--- src/design/ptt_pkg.sv ---
// Package for the periodic timer table: codes, state encoding and the slot entry type.
// Used by periodic_timer_table_core. Depends on nothing else.
package ptt_pkg;

  localparam int DEF_TIMER_SLOTS = 32;
  localparam int RESULT_CAP      = 32;
  localparam int CAP_W           = $clog2(RESULT_CAP + 1);

  localparam int SVC_W  = 16;
  localparam int IVL_W  = 31;
  localparam int TIME_W = 48;

  typedef enum logic [1:0] {
    OP_REGISTER = 2'd0,
    OP_POLL     = 2'd1,
    OP_DISPATCH = 2'd2,
    OP_RESERVED = 2'd3
  } op_t;

  typedef enum logic [2:0] {
    KIND_TIMEOUT    = 3'd0,
    KIND_FIRED      = 3'd1,
    KIND_NONE       = 3'd2,
    KIND_REGISTERED = 3'd3,
    KIND_FULL       = 3'd4
  } kind_t;

  typedef enum logic [1:0] {
    S_IDLE,
    S_SCAN,
    S_POLL_END,
    S_FINISH
  } state_t;

  typedef struct packed {
    logic [SVC_W-1:0]  service;
    logic [IVL_W-1:0]  interval;
    logic [TIME_W-1:0] due;
  } slot_t;

  // Saturating add of a 31-bit interval onto a 48-bit time.
  function automatic logic [TIME_W-1:0] sat_add(input logic [TIME_W-1:0] a,
                                                input logic [IVL_W-1:0] b);
    logic [TIME_W:0] s;
    s = {1'b0, a} + {{(TIME_W + 1 - IVL_W){1'b0}}, b};
    return s[TIME_W] ? {TIME_W{1'b1}} : s[TIME_W-1:0];
  endfunction

endpackage

--- src/design/periodic_timer_table_core.sv ---
// Periodic timer table: register, poll (earliest-due scan) and dispatch of timers.
// Holds the slot memory, the scan sequencer and the output register.
// Depends on ptt_pkg.
//
//  Channel | Direction | Beat contents
//  --------+-----------+-------------------------------------------------------------
//  in_     | slave     | tuser: opcode; tdata: service_id, interval_ms, now_ms
//  out_    | master    | tuser: kind; tdata: has_timeout, timeout_ms, fired_service;
//          |           | tlast: final result beat of the item
//
// Sequence: a register or table-full answer goes to S_FINISH; a poll scans the N
// registered timers, then S_POLL_END and S_FINISH; a dispatch scans, then S_FINISH.
// The scan reads one slot per cycle, bar dispatch stalls, from the 1R1W slot memory.
// Reset (rst_n, synchronous) empties the table and drops the trigger; slot
// memory contents are not cleared, as only written slots are ever read.
// Stalls: a held output beat pauses a dispatch scan only when a second fired
// timer must be reported; in_tready is high whenever the sequencer is idle.
module periodic_timer_table_core #(
  parameter int TIMER_SLOTS = ptt_pkg::DEF_TIMER_SLOTS
) (
  input  logic        clk,
  input  logic        rst_n,
  // Input channel
  input  logic        in_tvalid,
  output logic        in_tready,
  input  logic [1:0]  in_tuser,   // opcode
  input  logic [95:0] in_tdata,   // service_id[15:0], interval_ms[46:16], now_ms[94:47], pad
  // Result channel
  output logic        out_tvalid,
  input  logic        out_tready,
  output logic [2:0]  out_tuser,  // kind
  output logic [47:0] out_tdata,  // has_timeout[0], timeout_ms[31:1], fired_service[47:32]
  output logic        out_tlast
);
  import ptt_pkg::*;

  localparam int CNT_W = $clog2(TIMER_SLOTS + 1);
  localparam int IDX_W = (TIMER_SLOTS > 1) ? $clog2(TIMER_SLOTS) : 1;

  // Input field unpacking
  logic [SVC_W-1:0]  in_service;
  logic [IVL_W-1:0]  in_interval;
  logic [TIME_W-1:0] in_now;
  op_t               in_op;
  logic              in_beat;

  assign in_service  = in_tdata[15:0];
  assign in_interval = in_tdata[46:16];
  assign in_now      = in_tdata[94:47];
  assign in_op       = op_t'(in_tuser);
  assign in_beat     = in_tvalid && in_tready;

  // Registers
  state_t            state_r, state_nxt;
  op_t               op_r, op_nxt;
  logic [CNT_W-1:0]  count_r, count_nxt;
  logic [CNT_W-1:0]  proc_idx_r, proc_idx_nxt;
  logic [CAP_W-1:0]  nfired_r, nfired_nxt;
  logic [TIME_W-1:0] last_now_r, last_now_nxt;
  logic [TIME_W-1:0] trigger_due_r, trigger_due_nxt;
  logic              trigger_valid_r, trigger_valid_nxt;
  logic [TIME_W-1:0] min_r, min_nxt;

  assign in_tready   = (state_r == S_IDLE);

  // Pending result: held back until it is known whether it is the final beat.
  logic              pend_valid_r, pend_valid_nxt;
  kind_t             pend_kind_r, pend_kind_nxt;
  logic              pend_has_r, pend_has_nxt;
  logic [IVL_W-1:0]  pend_tmo_r, pend_tmo_nxt;
  logic [SVC_W-1:0]  pend_svc_r, pend_svc_nxt;

  // Output register
  logic              out_valid_r, out_valid_nxt;
  kind_t             out_kind_r, out_kind_nxt;
  logic              out_has_r, out_has_nxt;
  logic [IVL_W-1:0]  out_tmo_r, out_tmo_nxt;
  logic [SVC_W-1:0]  out_svc_r, out_svc_nxt;
  logic              out_last_r, out_last_nxt;

  // Slot memory
  slot_t             mem [TIMER_SLOTS];
  slot_t             rd_q;
  logic              rd_en;
  logic [IDX_W-1:0]  rd_addr;
  logic              mem_we;
  logic [IDX_W-1:0]  wr_addr;
  slot_t             wr_data;

  always_ff @(posedge clk) begin
    if (rd_en) begin
      rd_q <= mem[rd_addr];
    end
    if (mem_we) begin
      mem[wr_addr] <= wr_data;
    end
  end

  // Shared saturating adder: new due time on register, advanced due time on dispatch.
  logic [TIME_W-1:0] add_a;
  logic [IVL_W-1:0]  add_b;
  logic [TIME_W-1:0] add_sum;

  assign add_a   = (state_r == S_SCAN) ? rd_q.due : last_now_r;
  assign add_b   = (state_r == S_SCAN) ? rd_q.interval : in_interval;
  assign add_sum = sat_add(add_a, add_b);

  // Scan helpers
  logic              out_free;
  logic              scan_last;
  logic              match;
  logic              report;
  logic              stall;
  logic [CNT_W-1:0]  next_idx;
  logic              start_scan;
  logic              table_full;
  logic [TIME_W-1:0] wait_diff;
  logic [IVL_W-1:0]  wait_ms;

  assign out_free   = !out_valid_r || out_tready;
  assign next_idx   = proc_idx_r + CNT_W'(1);
  assign scan_last  = (next_idx == count_r);
  assign match      = (rd_q.due == trigger_due_r);
  assign report     = (nfired_r < CAP_W'(RESULT_CAP));
  assign stall      = (state_r == S_SCAN) && (op_r == OP_DISPATCH) && match && report
                      && pend_valid_r && !out_free;
  assign table_full = (count_r == CNT_W'(TIMER_SLOTS));
  assign start_scan = in_beat && (count_r != '0) &&
                      ((in_op == OP_POLL) || ((in_op == OP_DISPATCH) && trigger_valid_r));

  // Wait until the earliest due time, clamped at zero and saturated at 31 bits.
  assign wait_diff  = min_r - last_now_r;
  assign wait_ms    = (min_r <= last_now_r) ? '0 :
                      ((wait_diff[TIME_W-1:IVL_W] != '0) ? {IVL_W{1'b1}} :
                                                            wait_diff[IVL_W-1:0]);

  // Next state
  always_comb begin
    state_nxt = state_r;
    case (state_r)
      S_IDLE: begin
        if (in_beat) begin
          if (start_scan) begin
            state_nxt = S_SCAN;
          end else if (in_op != OP_RESERVED) begin
            state_nxt = S_FINISH;
          end
        end
      end
      S_SCAN: begin
        if (!stall && scan_last) begin
          state_nxt = (op_r == OP_POLL) ? S_POLL_END : S_FINISH;
        end
      end
      S_POLL_END: state_nxt = S_FINISH;
      S_FINISH: begin
        if (out_free) begin
          state_nxt = S_IDLE;
        end
      end
      default: state_nxt = S_IDLE;
    endcase
  end

  // Datapath and outputs
  always_comb begin
    op_nxt            = op_r;
    count_nxt         = count_r;
    proc_idx_nxt      = proc_idx_r;
    nfired_nxt        = nfired_r;
    last_now_nxt      = last_now_r;
    trigger_due_nxt   = trigger_due_r;
    trigger_valid_nxt = trigger_valid_r;
    min_nxt           = min_r;
    pend_valid_nxt    = pend_valid_r;
    pend_kind_nxt     = pend_kind_r;
    pend_has_nxt      = pend_has_r;
    pend_tmo_nxt      = pend_tmo_r;
    pend_svc_nxt      = pend_svc_r;
    out_valid_nxt     = out_valid_r && !out_tready;
    out_kind_nxt      = out_kind_r;
    out_has_nxt       = out_has_r;
    out_tmo_nxt       = out_tmo_r;
    out_svc_nxt       = out_svc_r;
    out_last_nxt      = out_last_r;
    rd_en             = 1'b0;
    rd_addr           = '0;
    mem_we            = 1'b0;
    wr_addr           = count_r[IDX_W-1:0];
    wr_data           = rd_q;

    case (state_r)
      S_IDLE: begin
        if (in_beat) begin
          op_nxt       = in_op;
          proc_idx_nxt = '0;
          nfired_nxt   = '0;
          min_nxt      = {TIME_W{1'b1}};
          pend_has_nxt = 1'b0;
          pend_tmo_nxt = '0;
          pend_svc_nxt = '0;
          case (in_op)
            OP_REGISTER: begin
              pend_valid_nxt = 1'b1;
              if (table_full) begin
                pend_kind_nxt = KIND_FULL;
              end else begin
                pend_kind_nxt    = KIND_REGISTERED;
                mem_we           = 1'b1;
                wr_data.service  = in_service;
                wr_data.interval = in_interval;
                wr_data.due      = add_sum;
                count_nxt        = count_r + CNT_W'(1);
              end
            end
            OP_POLL: begin
              last_now_nxt = in_now;
              if (count_r == '0) begin
                trigger_due_nxt   = {TIME_W{1'b1}};
                trigger_valid_nxt = 1'b0;
                pend_valid_nxt    = 1'b1;
                pend_kind_nxt     = KIND_TIMEOUT;
              end
            end
            default: ;
          endcase
          if (start_scan) begin
            rd_en   = 1'b1;
            rd_addr = '0;
          end
        end
      end

      S_SCAN: begin
        if (!stall) begin
          if (op_r == OP_POLL) begin
            if (rd_q.due < min_r) begin
              min_nxt = rd_q.due;
            end
          end else if (match) begin
            mem_we      = 1'b1;
            wr_addr     = proc_idx_r[IDX_W-1:0];
            wr_data.due = add_sum;
            if (report) begin
              if (pend_valid_r) begin
                // An earlier fired timer goes out now; it is not the final beat.
                out_valid_nxt = 1'b1;
                out_kind_nxt  = pend_kind_r;
                out_has_nxt   = pend_has_r;
                out_tmo_nxt   = pend_tmo_r;
                out_svc_nxt   = pend_svc_r;
                out_last_nxt  = 1'b0;
              end
              pend_valid_nxt = 1'b1;
              pend_kind_nxt  = KIND_FIRED;
              pend_svc_nxt   = rd_q.service;
              nfired_nxt     = nfired_r + CAP_W'(1);
            end
          end
          proc_idx_nxt = next_idx;
          if (!scan_last) begin
            rd_en   = 1'b1;
            rd_addr = next_idx[IDX_W-1:0];
          end
        end
      end

      S_POLL_END: begin
        trigger_due_nxt   = min_r;
        trigger_valid_nxt = 1'b1;
        pend_valid_nxt    = 1'b1;
        pend_kind_nxt     = KIND_TIMEOUT;
        pend_has_nxt      = 1'b1;
        pend_tmo_nxt      = wait_ms;
      end

      S_FINISH: begin
        if (out_free) begin
          out_valid_nxt  = 1'b1;
          out_last_nxt   = 1'b1;
          pend_valid_nxt = 1'b0;
          if (pend_valid_r) begin
            out_kind_nxt = pend_kind_r;
            out_has_nxt  = pend_has_r;
            out_tmo_nxt  = pend_tmo_r;
            out_svc_nxt  = pend_svc_r;
          end else begin
            // Dispatch that fired nothing.
            out_kind_nxt = KIND_NONE;
            out_has_nxt  = 1'b0;
            out_tmo_nxt  = '0;
            out_svc_nxt  = '0;
          end
        end
      end

      default: ;
    endcase
  end

  always_ff @(posedge clk) begin
    if (!rst_n) begin
      state_r         <= S_IDLE;
      op_r            <= OP_REGISTER;
      count_r         <= '0;
      proc_idx_r      <= '0;
      nfired_r        <= '0;
      last_now_r      <= '0;
      trigger_due_r   <= {TIME_W{1'b1}};
      trigger_valid_r <= 1'b0;
      pend_valid_r    <= 1'b0;
      out_valid_r     <= 1'b0;
    end else begin
      state_r         <= state_nxt;
      op_r            <= op_nxt;
      count_r         <= count_nxt;
      proc_idx_r      <= proc_idx_nxt;
      nfired_r        <= nfired_nxt;
      last_now_r      <= last_now_nxt;
      trigger_due_r   <= trigger_due_nxt;
      trigger_valid_r <= trigger_valid_nxt;
      pend_valid_r    <= pend_valid_nxt;
      out_valid_r     <= out_valid_nxt;
    end
  end

  always_ff @(posedge clk) begin
    min_r        <= min_nxt;
    pend_kind_r  <= pend_kind_nxt;
    pend_has_r   <= pend_has_nxt;
    pend_tmo_r   <= pend_tmo_nxt;
    pend_svc_r   <= pend_svc_nxt;
    out_kind_r   <= out_kind_nxt;
    out_has_r    <= out_has_nxt;
    out_tmo_r    <= out_tmo_nxt;
    out_svc_r    <= out_svc_nxt;
    out_last_r   <= out_last_nxt;
  end

  assign out_tvalid = out_valid_r;
  assign out_tuser  = out_kind_r;
  assign out_tdata  = {out_svc_r, out_tmo_r, out_has_r};
  assign out_tlast  = out_last_r;

  // Checks on the sequencer
  a_idle_no_pending: assert property (@(posedge clk) disable iff (!rst_n)
    (state_r == S_IDLE) |-> !pend_valid_r)
    else $error("pending result left over while idle");

  a_fired_cap: assert property (@(posedge clk) disable iff (!rst_n)
    nfired_r <= CAP_W'(RESULT_CAP))
    else $error("fired count beyond result cap");

  a_count_bound: assert property (@(posedge clk) disable iff (!rst_n)
    count_r <= CNT_W'(TIMER_SLOTS))
    else $error("slot count beyond table size");

  a_scan_write_dispatch: assert property (@(posedge clk) disable iff (!rst_n)
    (mem_we && (state_r == S_SCAN)) |-> (op_r == OP_DISPATCH))
    else $error("slot write during a poll scan");

  a_trigger_nonempty: assert property (@(posedge clk) disable iff (!rst_n)
    trigger_valid_r |-> (count_r != '0))
    else $error("trigger held with an empty table");

endmodule
--- config.mk ---
export PLATFORM = sky130hd
export DESIGN_NAME = periodic_timer_table_core
export DESIGN_NICKNAME = d
export VERILOG_FILES = /design/src/design/ptt_pkg.sv /design/src/design/periodic_timer_table_core.sv
export SDC_FILE = /design/constraint.sdc
export NUM_CORES = 2
export LEC_CHECK = 0
export ABC_AREA = 1
export BUFFER_PORTS_ARGS = -buffer_cell sky130_fd_sc_hd__clkbuf_2
export CORE_MARGIN = 5
export CORE_UTILIZATION = 31
export CTS_CLUSTER_SIZE = 20
export DETAILED_ROUTE_END_ITERATION = 16
export PLACE_DENSITY_LB_ADDON = 0.05
export SLEW_MARGIN = 20
export SYNTH_ARGS = -nofsm -noshare
export SYNTH_HDL_FRONTEND = slang
export SYNTH_SLANG_ARGS = --single-unit
--- constraint.sdc ---
create_clock -name clk -period 15.42 [get_ports clk]
set_input_delay 0.771 -clock clk [delete_from_list [all_inputs] [get_ports clk]]
set_output_delay 0.771 -clock clk [all_outputs]
set_load 0.05 [all_outputs]
==> run summary <==
Fmax: 125 MHz
Beginning of the worst hold path: in_tdata[84]
Post-synth EDFFs: 3286
Layout cell share with drive strength beyond 1: 8.53%
Syn_nets: 15100
Synth area leaders: edfxtp_1, nand3_1, nand2_1
Clk Latency, worst-skew pair: 1.03 ns
H-tree lvl count: 5
Cells after DPL: 21000
Comb pwr share: 33.7%
Setup Crit Path Kind: flip-flop to flip-flop
R2r setup slk: 7.41 ns
Net Switching: 12.9 mW
Worst Path Arrival: 8.76 ns
WL per Instance: 27.6 um
Yosys cell types: 55
Final wirelength: 601 mm
Post-CTS Hold Buffers: 23
Clock root buffer master: clkbuf_16
Leakage: 67.3 nW
DRC viols: 0
CTS resizes: 0
HP Class: input pin to flip-flop
Sequential power share: 37.7%
Multi-input logic area: 43600 um^2
Final setup viols: 0
Ys Warns: 0
Maximum number of pins on one net before global-route repair: 164
Global-route wire length before repair: 848 mm
Setup TNS: 0 ns
Register bit total from synthesis: 3407
Fillers: 50400
Final Util: 35.3%
Clock transition at path regs: 0.06 ns
Final Max Tran Viols: 0
Vias in the first global route: 108000
Part of the cycle the worst path needs: 51.9%
CTS tree: built
Worst-case clock buffer depth: 4
DR vias/cell: 5.14
Clk pwr share: 28.5%
Rows: 260
HPWL after detailed placement: 307 mm
Worst Tran Pin Value: 1.26 ns
Via count: 112000
RePlAce Congestion: 0.871
Sequential area share after synthesis: 65.1%
Pwr dens: 187 nW/um^2
Initial core utilization: 31.0%
Most numerous cell in the Yosys netlist: edfxtp_1
Worst vdd ir: 0.175 mV
Max-slew headroom: 15.7%
Initial DRC Count: 9201
Area leader, netlist: edfxtp_1
Ys flop type: edfxtp_1
Fin. Hold Viols: 0
Max-cap viol count: 0
Synth-to-layout area growth: 13.8%
Synth cell count leaders: edfxtp_1, nand2_1, nand3_1, inv_1, nand4_1
Seq. cell area: 101000 um^2
R2R depth: 19
Total CTS buffers: 415
Die width: 718 um
Clock skew: 0.0852 ns
Antenna-violating nets left: 0
Reg-to-reg critical path startpoint: proc_idx_r[0]$_SDFFE_PN0P_
CP startpoint kind: flip-flop
Final net count: 15000
Non-filler cells in the finished layout: 21800
Die height: 718 um
GRT Residual Overflow: 0
Die ar.: 516000 um^2
Outcome: completed
Async SR Flop Fraction: 0%
I/O Buffers: 154
RSZ-0062 raised after global routing: no
Mapped Area: 155000 um^2
PnR Total Power: 33.0 mW
Router iterations before antenna repair: 6
Avg Inst Size Synth: 10.5 um^2
Critical path fanouts, max: 120
Min-Delay Endpoint: last_now_r[37]$_SDFFE_PN0P_
Switching part of the total power: 39.0%
Final worst path period need: 8.01 ns
GRT Util Overall: 22.5%
CORE AREA: 501000 um^2
CP endpoint kind: flip-flop
Ports: 156
R2R Path End: rd_q[7]$_DFFE_PP_
Post-synth top area share: 63.5%
# clock sinks: 3407
Initial antenna violation count: 16
Internal power: 20.2 mW
Hold path depth: 3
Mapped Cells: 14900
Postcts setup bufs: 0
Worst EP required: 16.18 ns
-- critical path: stages (launching register included) --
cell	delay, ns
dfxtp_1	0.70
ha_1	0.33
nand3_1	0.09
nand2_1	0.11
nand2_1	0.11
nand2_1	0.08
nand2_1	0.06
nand3_2	0.09
nor2_4	0.05
nor2_8	0.72
buf_4	0.71
nand3_4	0.74
inv_16	0.80
buf_4	0.65
buf_4	0.89
buf_4	0.70
nand3_1	0.14
nand3_1	0.11
nand3_1	0.11
nand2_1	0.34
-- sequential cells by signal, indices dropped and copies added, names as in the netlist, 2 cells and up --
register and cells:
out_svc_r 16, pend_tmo_r 31, count_r 6, trigger_due_r 48
rd_q 95, op_r 2, state_r 2, out_tmo_r 31
mem 3040, last_now_r 48, nfired_r 6, pend_svc_r 16
pend_kind_r 3, proc_idx_r 6, out_tuser 3, min_r 48
-- cells by family after synthesis --
logic type / share of synthesized area, %
simple gates: 21.9
compound gates: 3.88
xor+xnor: 0.535
buf+inv: 7.46
flops: 65.1
fa+ha+maj: 1.11
-- power groups by stage --
stage / clock network, mW / logic, mW / registers, mW
global placement: 0 / 11.3 / 12.7
CTS: 9.67 / 11.3 / 12.5
global route: 10.0 / 12.2 / 12.5
detailed placement: 0 / 11.2 / 12.7
floorplan: 0 / 6.66 / 12.8
finish: 9.42 / 11.1 / 12.5
-- area by class of cell --
| type | instances | share of cell area (%) |
|---|---|---|
| flip-flops and latches | 3407 | 57.2 |
| well taps | 6681 | 4.73 |
| inverters | 1896 | 4.05 |
| multi-input cells | 8543 | 24.6 |
| clock buffers | 543 | 6.21 |
| diodes | 13 | 0.0184 |
| repair buffers | 477 | 2.16 |
| clock inverters | 221 | 1.03 |
-- worst max path at each step --
stage	startpoint	endpoint	slack, ns
finish	proc_idx_r[0]$_SDFFE_PN0P_	rd_q[7]$_DFFE_PP_	7.41
global route	proc_idx_r[0]$_SDFFE_PN0P_	rd_q[7]$_DFFE_PP_	7.04
CTS	proc_idx_r[0]$_SDFFE_PN0P_	rd_q[7]$_DFFE_PP_	7.28
detailed placement	proc_idx_r[0]$_SDFFE_PN0P_	rd_q[7]$_DFFE_PP_	7.30
global placement	proc_idx_r[0]$_SDFFE_PN0P_	rd_q[7]$_DFFE_PP_	7.29
floorplan	state_r[0]$_SDFFE_PN0P_	mem[10][0]$_DFFE_PP_	8.39
-- cells in the final DEF, fill, tap and decap left out, types with 37 or more instances in the layout --
master     synthesis  final
clkbuf_1         483    121
edfxtp_1        3286   3286
o21ai_0          307    218
nand2_1         2684   2675
nor2_1           759    722
inv_1           1877   1874
clkinv_1           2    119
o211ai_1          40     40
buf_4             38    257
nand3_1         2457   2456
xnor2_1           47     47
ha_1             135    133
o21ai_2            1     39
xor2_1            48     48
o21bai_1         300    300
clkbuf_2           0    153
clkinv_2           0     54
nand4_1         1213   1213
nor2_4             1     37
buf_12             0     42
dfxtp_1          121    121
a21oi_1          238    230
o21ai_1           39     67
or2_2            142    142
clkbuf_16          0    419
-- layer usage --
| metal | track usage (%) | vias up | wire length, um |
|---|---|---|---|
| li1 | - | 51600 | - |
| met1 | 32.6 | 57000 | 285000 |
| met2 | 36.5 | 2588 | 278000 |
| met3 | 2.29 | 681 | 24900 |
| met4 | 4.99 | 0 | 13900 |
| met5 | 0 | - | 0 |
-- per-stage QoR --
| step | worst slack (ns) | cell area [um^2] | hold slack, ns |
|---|---|---|---|
| after floorplan | 8.39 | 155000 | 0.443 |
| after global placement | 7.29 | 164000 | 0.467 |
| after detailed placement | 7.30 | 164000 | 0.481 |
| after CTS | 7.28 | 177000 | 0.00415 |
| after global routing | 7.04 | 177000 | 0.0771 |
| final | 7.41 | 177000 | 0.113 |
No activity file was read; power rests on OpenSTA's default activity.
